==> src/rtl/core/mrc_pkg.sv <==
// ----------------------------------------------------------------------------
// mrc_pkg
// Shared types and constants of the mixed-radix index converter.
// ----------------------------------------------------------------------------
`default_nettype none

package mrc_pkg;

  localparam int unsigned IndexWidth = 32;
  localparam int unsigned CoordWidth = 10;
  localparam int unsigned ExtWidth   = 11;
  localparam int unsigned SubWidth   = 3;
  localparam int unsigned DimsWidth  = 3;
  localparam int unsigned SubCntWidth = 4;
  localparam int unsigned CfgIdxWidth = 3;
  localparam int unsigned NumDigits  = 4;
  localparam int unsigned NumMacSteps = 4;
  localparam int unsigned DivSteps   = IndexWidth;

  typedef enum logic [CfgIdxWidth-1:0] {
    CfgNumDims    = 3'd0,
    CfgLengthDim1 = 3'd1,
    CfgLengthDim2 = 3'd2,
    CfgLengthDim3 = 3'd3,
    CfgSubCount   = 3'd4
  } cfg_reg_e;

  typedef enum logic {
    OpToIndex = 1'b0,
    OpToCoord = 1'b1
  } op_e;

  typedef struct packed {
    logic                  op;
    logic [CoordWidth-1:0] coord_in_0;
    logic [CoordWidth-1:0] coord_in_1;
    logic [CoordWidth-1:0] coord_in_2;
    logic [CoordWidth-1:0] coord_in_3;
    logic [SubWidth-1:0]   sub_in;
    logic [IndexWidth-1:0] index_in;
  } in_item_t;

  typedef struct packed {
    logic [IndexWidth-1:0] index_out;
    logic [IndexWidth-1:0] coord_out_0;
    logic [CoordWidth-1:0] coord_out_1;
    logic [CoordWidth-1:0] coord_out_2;
    logic [CoordWidth-1:0] coord_out_3;
    logic [SubWidth-1:0]   sub_out;
  } out_item_t;

  // one slot of the cell chain
  typedef struct packed {
    logic                  valid;
    logic                  op;
    logic [IndexWidth-1:0] n;
    logic [ExtWidth-1:0]   rem;
    logic [CoordWidth-1:0] c1;
    logic [CoordWidth-1:0] c2;
    logic [CoordWidth-1:0] c3;
    logic [SubWidth-1:0]   sub;
  } stage_t;

endpackage

`default_nettype wire

==> src/rtl/core/mrc_mac_cell.sv <==
// ----------------------------------------------------------------------------
// mrc_mac_cell
// One multiply-add step of the coordinates to index direction.
// ----------------------------------------------------------------------------
`default_nettype none

module mrc_mac_cell import mrc_pkg::*; (
  input  logic                  clk_i,
  input  logic                  rst_ni,
  input  logic                  en_i,
  input  logic [ExtWidth-1:0]   mul_i,
  input  logic [CoordWidth-1:0] add_i,
  input  stage_t                st_i,
  output stage_t                st_o
);

  stage_t                         st_d, st_q;
  logic [IndexWidth+ExtWidth-1:0] prod;

  always_comb begin
    prod = st_i.n * mul_i;
    st_d = st_i;
    if (st_i.op == OpToIndex) begin
      st_d.n = prod[IndexWidth-1:0] + {{(IndexWidth-CoordWidth){1'b0}}, add_i};
    end
  end

  always_ff @(posedge clk_i or negedge rst_ni) begin
    if (!rst_ni) begin
      st_q <= '0;
    end else if (en_i) begin
      st_q <= st_d;
    end
  end

  assign st_o = st_q;

endmodule

`default_nettype wire

==> config.mk <==
export PLATFORM = sky130hd
export DESIGN_NAME = mrc_mac_cell
export DESIGN_NICKNAME = d
export VERILOG_FILES = /design/src/rtl/core/mrc_pkg.sv /design/src/rtl/core/mrc_mac_cell.sv
export SDC_FILE = /design/constraint.sdc
export NUM_CORES = 1
export LEC_CHECK = 0
export ABC_AREA = 1
export BUFFER_PORTS_ARGS = -buffer_cell sky130_fd_sc_hd__buf_2
export CAP_MARGIN = 20
export CORE_MARGIN = 2
export CORE_UTILIZATION = 50
export CTS_CLUSTER_DIAMETER = 100
export DETAILED_ROUTE_END_ITERATION = 8
export GPL_TIMING_DRIVEN = 0
export MAX_ROUTING_LAYER = met4
export PLACE_DENSITY = 0.71
export RECOVER_POWER = 25
export SYNTH_ARGS = -nofsm -noshare
export SYNTH_HDL_FRONTEND = slang
export SYNTH_SLANG_ARGS = --single-unit
==> constraint.sdc <==
create_clock -name clk_i -period 1.3 [get_ports clk_i]
set_input_delay 0.13 -clock clk_i [delete_from_list [all_inputs] [get_ports clk_i]]
set_output_delay 0.13 -clock clk_i [all_outputs]
set_load 0.02 [all_outputs]
# --- Word level (Yosys, flattened, before mapping) ---
# Index checks and enable logic that the tools add are counted.
totals:
  out_inout_bits: 78
  reg_bits: 78
  inputBits: 102
  word_cells: 11
classes:
  n_addsub: 1
  mul: 1
  mux: 1
op_table:
  columns: ["op", "count"]
  rows:
  - ["$add A32 B10 Y32", 1]
  - ["$mul A32 B11 Y32", 1]
  - ["$mux W32", 1]

# --- Logic depth before layout (Yosys ltp) ---
logic_depth:
  depth_word: 3
  mapped_depth: 29
  depth_no_buf: 27

# --- Worst setup path before layout ---
# Ideal clock, no wire load.
synth_path:
  path_type: "input port to flip-flop"
  startpoint: "input port mul_i[3]"
  endpoint: "register st_q (netlist bit st_o[62])"
  path_stages: 19
  slack_ns: -3.444
  path_buffers: 2
  setup_ns: 0.123
  t_arrival_ns: 4.621
  cell_sequence: "clkbuf_1 > buf_1 > nand2_1 > fa_1 > fa_1 > inv_1 > fa_1 > fa_1 > inv_1 > fa_1 > inv_1 > ha_1 > a21oi_1 > o21ai_0 > a21oi_1 > nand2_2 > xor2_1 > o21ai_0 > nand2_1"
synth_between:
  elab_chain_len: 3
synth_lines:
  columns: ["element", "line_no", "text"]
  rows:
  - ["start: declaration", "mrc_mac_cell.sv:11", "input logic [ExtWidth-1:0] mul_i,"]
  - ["$mul A32 B11 Y32", "mrc_mac_cell.sv:21", "prod = st_i.n * mul_i;"]
  - ["$add A32 B10 Y32", "mrc_mac_cell.sv:24", "st_d.n = prod[IndexWidth-1:0] + {{(IndexWidth-CoordWidth){1'b0}}, add_i};"]
  - ["$mux W32", "mrc_mac_cell.sv:23", "if (st_i.op == OpToIndex) begin"]
  - ["end signal: assignment", "mrc_mac_cell.sv:32", "st_q <= st_d;"]
  - ["end: declaration", "mrc_mac_cell.sv:17", "stage_t st_d, st_q;"]
# No other way between the ends.
# A chain may end at the register's enable or synchronous reset.

# --- Worst setup path after layout ---
layout_path:
  startpoint: "input port mul_i[5]"
  endpoint: "register st_q (netlist bit st_o[74])"
# The elaborated chain is that of the path after synthesis.

==> summary.md <==
| Metric | Value |
|---|---|
| Skew-Pair Late Insertion Delay | `340 ps` |
| Die Width | `167 um` |
| #FFs+latches synth | `78` |
| Final hold vios | `1` |
| Clock skew | `0 ps` |
| Tmin final | `4480 ps` |
| Final #Nets | `2555` |
| Routed len/inst | `19.4 um` |
| Main flop type after synthesis | `dfrtp_1` |
| CTS Buffer Depth | `2` |
| Final Wtd Congestion | `0.956` |
| Post-synthesis sequential area ratio | `14.8%` |
| CTS tree | `built` |
| First-pass DRT Iterations | `5` |
| IO Pins | `180` |
| Max_cap viols | `0` |
| Worst Path Arrival | `4700 ps` |
| Largest net degree at the start of global routing | `71` |
| Post-DP HPWL | `34100 um` |
| Max Slew Vio Count | `0` |
| Post-Synth XOR/XNOR Area | `0.663%` |
| Post-Synth Simple-Gate Area | `23.1%` |
| CTS clk-pin slew, worst paths | `60 ps` |
| Synth Area per Inst | `7.30 um^2` |
| Core Box Area | `26000 um^2` |
| Global-route wire length before repair | `73800 um` |
| Final Core Density | `74.1%` |
| Synth warn | `0` |
| Total Routing Usage GR | `35.2%` |
| # fillers | `1794` |
| Initial DRC count | `1011` |
| Post-Syn Area | `13200 um^2` |
| ANT cells | `0` |
| Die area | `27700 um^2` |
| Final WS setup | `-3180 ps` |
| Period utilization | `344%` |
| Cell row count | `59` |
| Outcome | `finished with violations` |
| Clock root buffer | `clkbuf_16` |
| Multi-input gate area in the final layout | `11000 um^2` |
| # port buffers | `169` |
| Final ANT Viol Nets | `0` |
| CP Launch Type | `input port` |
| Vias in the first global route | `13.9k` |
| Die H | `167 um` |
| WP data required | `1520 ps` |
| Largest register FFs | `78` |
| Worst Tran Pin Value | `737 ps` |
| Final Setup Violations | `31` |
| Worst Setup End Kind | `flop` |
| Mux share of post-synthesis cell area | `0%` |
| CTS Sinks | `78` |
| Syn Inst Count | `1809` |
| CTS Buf Count | `9` |
| CP Class | `in2reg` |
| Htree depth | `3` |
| Congestion Overflow GR | `0` |
| Antenna violations before repair | `0` |
| Largest family of logic cells by synthesized area | `adder cells` |
| Routed vias/inst | `5.31` |
| Share of layout cells above drive strength 1 | `34.0%` |
| Worst min-delay path category | `in2reg` |
| Synth Area in Adders | `41.3%` |
| Drt drc | `0` |
| Final wirelength | `48500 um` |
| Post-synth cell types | `33` |
| FF+latch area | `1950 um^2` |
| Unrepaired setup endpoints after global routing | `true` |
| Crit Path Max Fanout | `6` |
| Hold WS | `-4.77 ps` |
| Area growth, synth to finish | `45.7%` |
| Syn Nets | `2210` |
| Failing checks | `hold timing, setup timing` |
| Via count | `13.2k` |
| Fraction of registers with async set or reset after synthesis | `100%` |
| F_max | `223 MHz` |
| Slew margin rel. | `50.9%` |
| EDFF count, synth | `0` |
| Synth Area in Compound Gates | `4.59%` |
| Starting Density | `50.8%` |
## placed cells by master (no fill, tap or decap), drive strengths merged, types with 11 or more instances in the layout
cell         instances
nor2                76
o21ai               46
fa                 228
buf                323
ha                  71
dlygate4sd3         31
clkbuf              73
nand4               11
inv                463
dfrtp               78
nand2              617
nand3               52
a21oi               39
## cell usage after synthesis, types with 2 or more instances
library cell | instances | area [um^2]
o21ai_0 | 40 | 200
fa_1 | 228 | 4560
nor2_2 | 4 | 25.0
a21boi_0 | 2 | 15.0
o21ai_1 | 6 | 30.0
buf_2 | 11 | 55.1
nand3b_1 | 3 | 22.5
a21oi_1 | 38 | 190
nor3_1 | 9 | 45.0
nand2_1 | 609 | 2290
nand4_1 | 11 | 68.8
o21a_1 | 2 | 15.0
a211oi_1 | 2 | 15.0
nand2_2 | 8 | 50.1
clkbuf_1 | 64 | 240
o211ai_1 | 5 | 37.5
nand3_1 | 50 | 250
dfrtp_1 | 78 | 1950
inv_1 | 461 | 1730
a21o_1 | 4 | 30.0
nor2_1 | 72 | 270
buf_1 | 8 | 30.0
xnor2_1 | 5 | 43.8
o21bai_1 | 5 | 37.5
nand3_2 | 2 | 20.0
xor2_1 | 5 | 43.8
ha_1 | 71 | 888
## cells by family (layout without fill, tap and decap cells)
logic type | after synthesis | count (layout)
compound gates | 108 | 108
xor+xnor | 10 | 10
fa+ha+maj | 299 | 299
buf+inv | 545 | 895
flops | 78 | 78
simple gates | 769 | 769
## path summary, 6_finish.rpt
kind,start,to,slack [ps],depth (start not counted)
worst max-delay path,mul_i[5],st_o[74]$_DFFE_PN0P_,-3180,25
min in group asynchronous,rst_ni,st_o[9]$_DFFE_PN0P_,320,2
worst min register to register,st_o[20]$_DFFE_PN0P_,st_o[20]$_DFFE_PN0P_,460,2
max in group asynchronous,rst_ni,st_o[53]$_DFFE_PN0P_,220,3
worst max register to register,st_o[76]$_DFFE_PN0P_,st_o[76]$_DFFE_PN0P_,630,2
worst min-delay path,st_i[34],st_o[34]$_DFFE_PN0P_,-5,3
## area by class of cell
type,count,area share [%]
buffer,79,5.64
clock buffer,10,1.24
clock inverter,6,0.358
inverter,462,9.04
multi-input combinational,1186,57.2
sequential,78,10.1
tap,335,2.18
timing repair buffer,338,14.2
## metal layers
metal  up-vias  global-route usage, %  wire, um
met3       227                   6.42      4030
met5         -                      -         0
met1      6470                   42.5     17900
li1       5904                      -         -
met4         0                   18.0      3230
met2       648                   57.0     23300
## timing repair
item / 4_1_cts / 5_1_grt
pin swaps: 135 / 132
gates cloned: 12 / 3
setup buffers: 84 / 41
hold endpoints to repair: 107 / 1
resized for setup: 324 / 189
endpoints found under the setup margin: 39 / 78
hold buffers: 30 / 1
## critical path: stages
cell     delay, ps
buf_16         130
buf_4          170
nand2_1         80
inv_1           70
fa_1           580
inv_1           80
fa_1           460
fa_1           510
inv_1           50
fa_1           480
inv_1           50
fa_1           480
inv_2           50
ha_4           280
nand2_4         60
nor3_2         100
inv_1           90
nor3_2         190
inv_1          100
nor3_2         150
nand2_2        100
nand3_1         90
nand3_2         80
nand2_1         70
nand2_1         50
## per-stage QoR
stage               area (um^2)  setup WS, ps  TNS (ps)  hold slack (ps)  std cells
floorplan                 14100         -3000    -77940             -166       1809
global placement          15400         -3820   -146550              331       2313
detailed placement        15400         -3850   -114500            -26.3       2314
CTS                       18300         -3090    -81000            0.372       2454
global route              19200         -3340    -86720             4.09       2494
finish                    19200         -3180    -82880            -4.77       2494
Power is left out: the tool's default activity adds up to more than one toggle a clock period on the data nets, which glitch-free logic cannot reach.
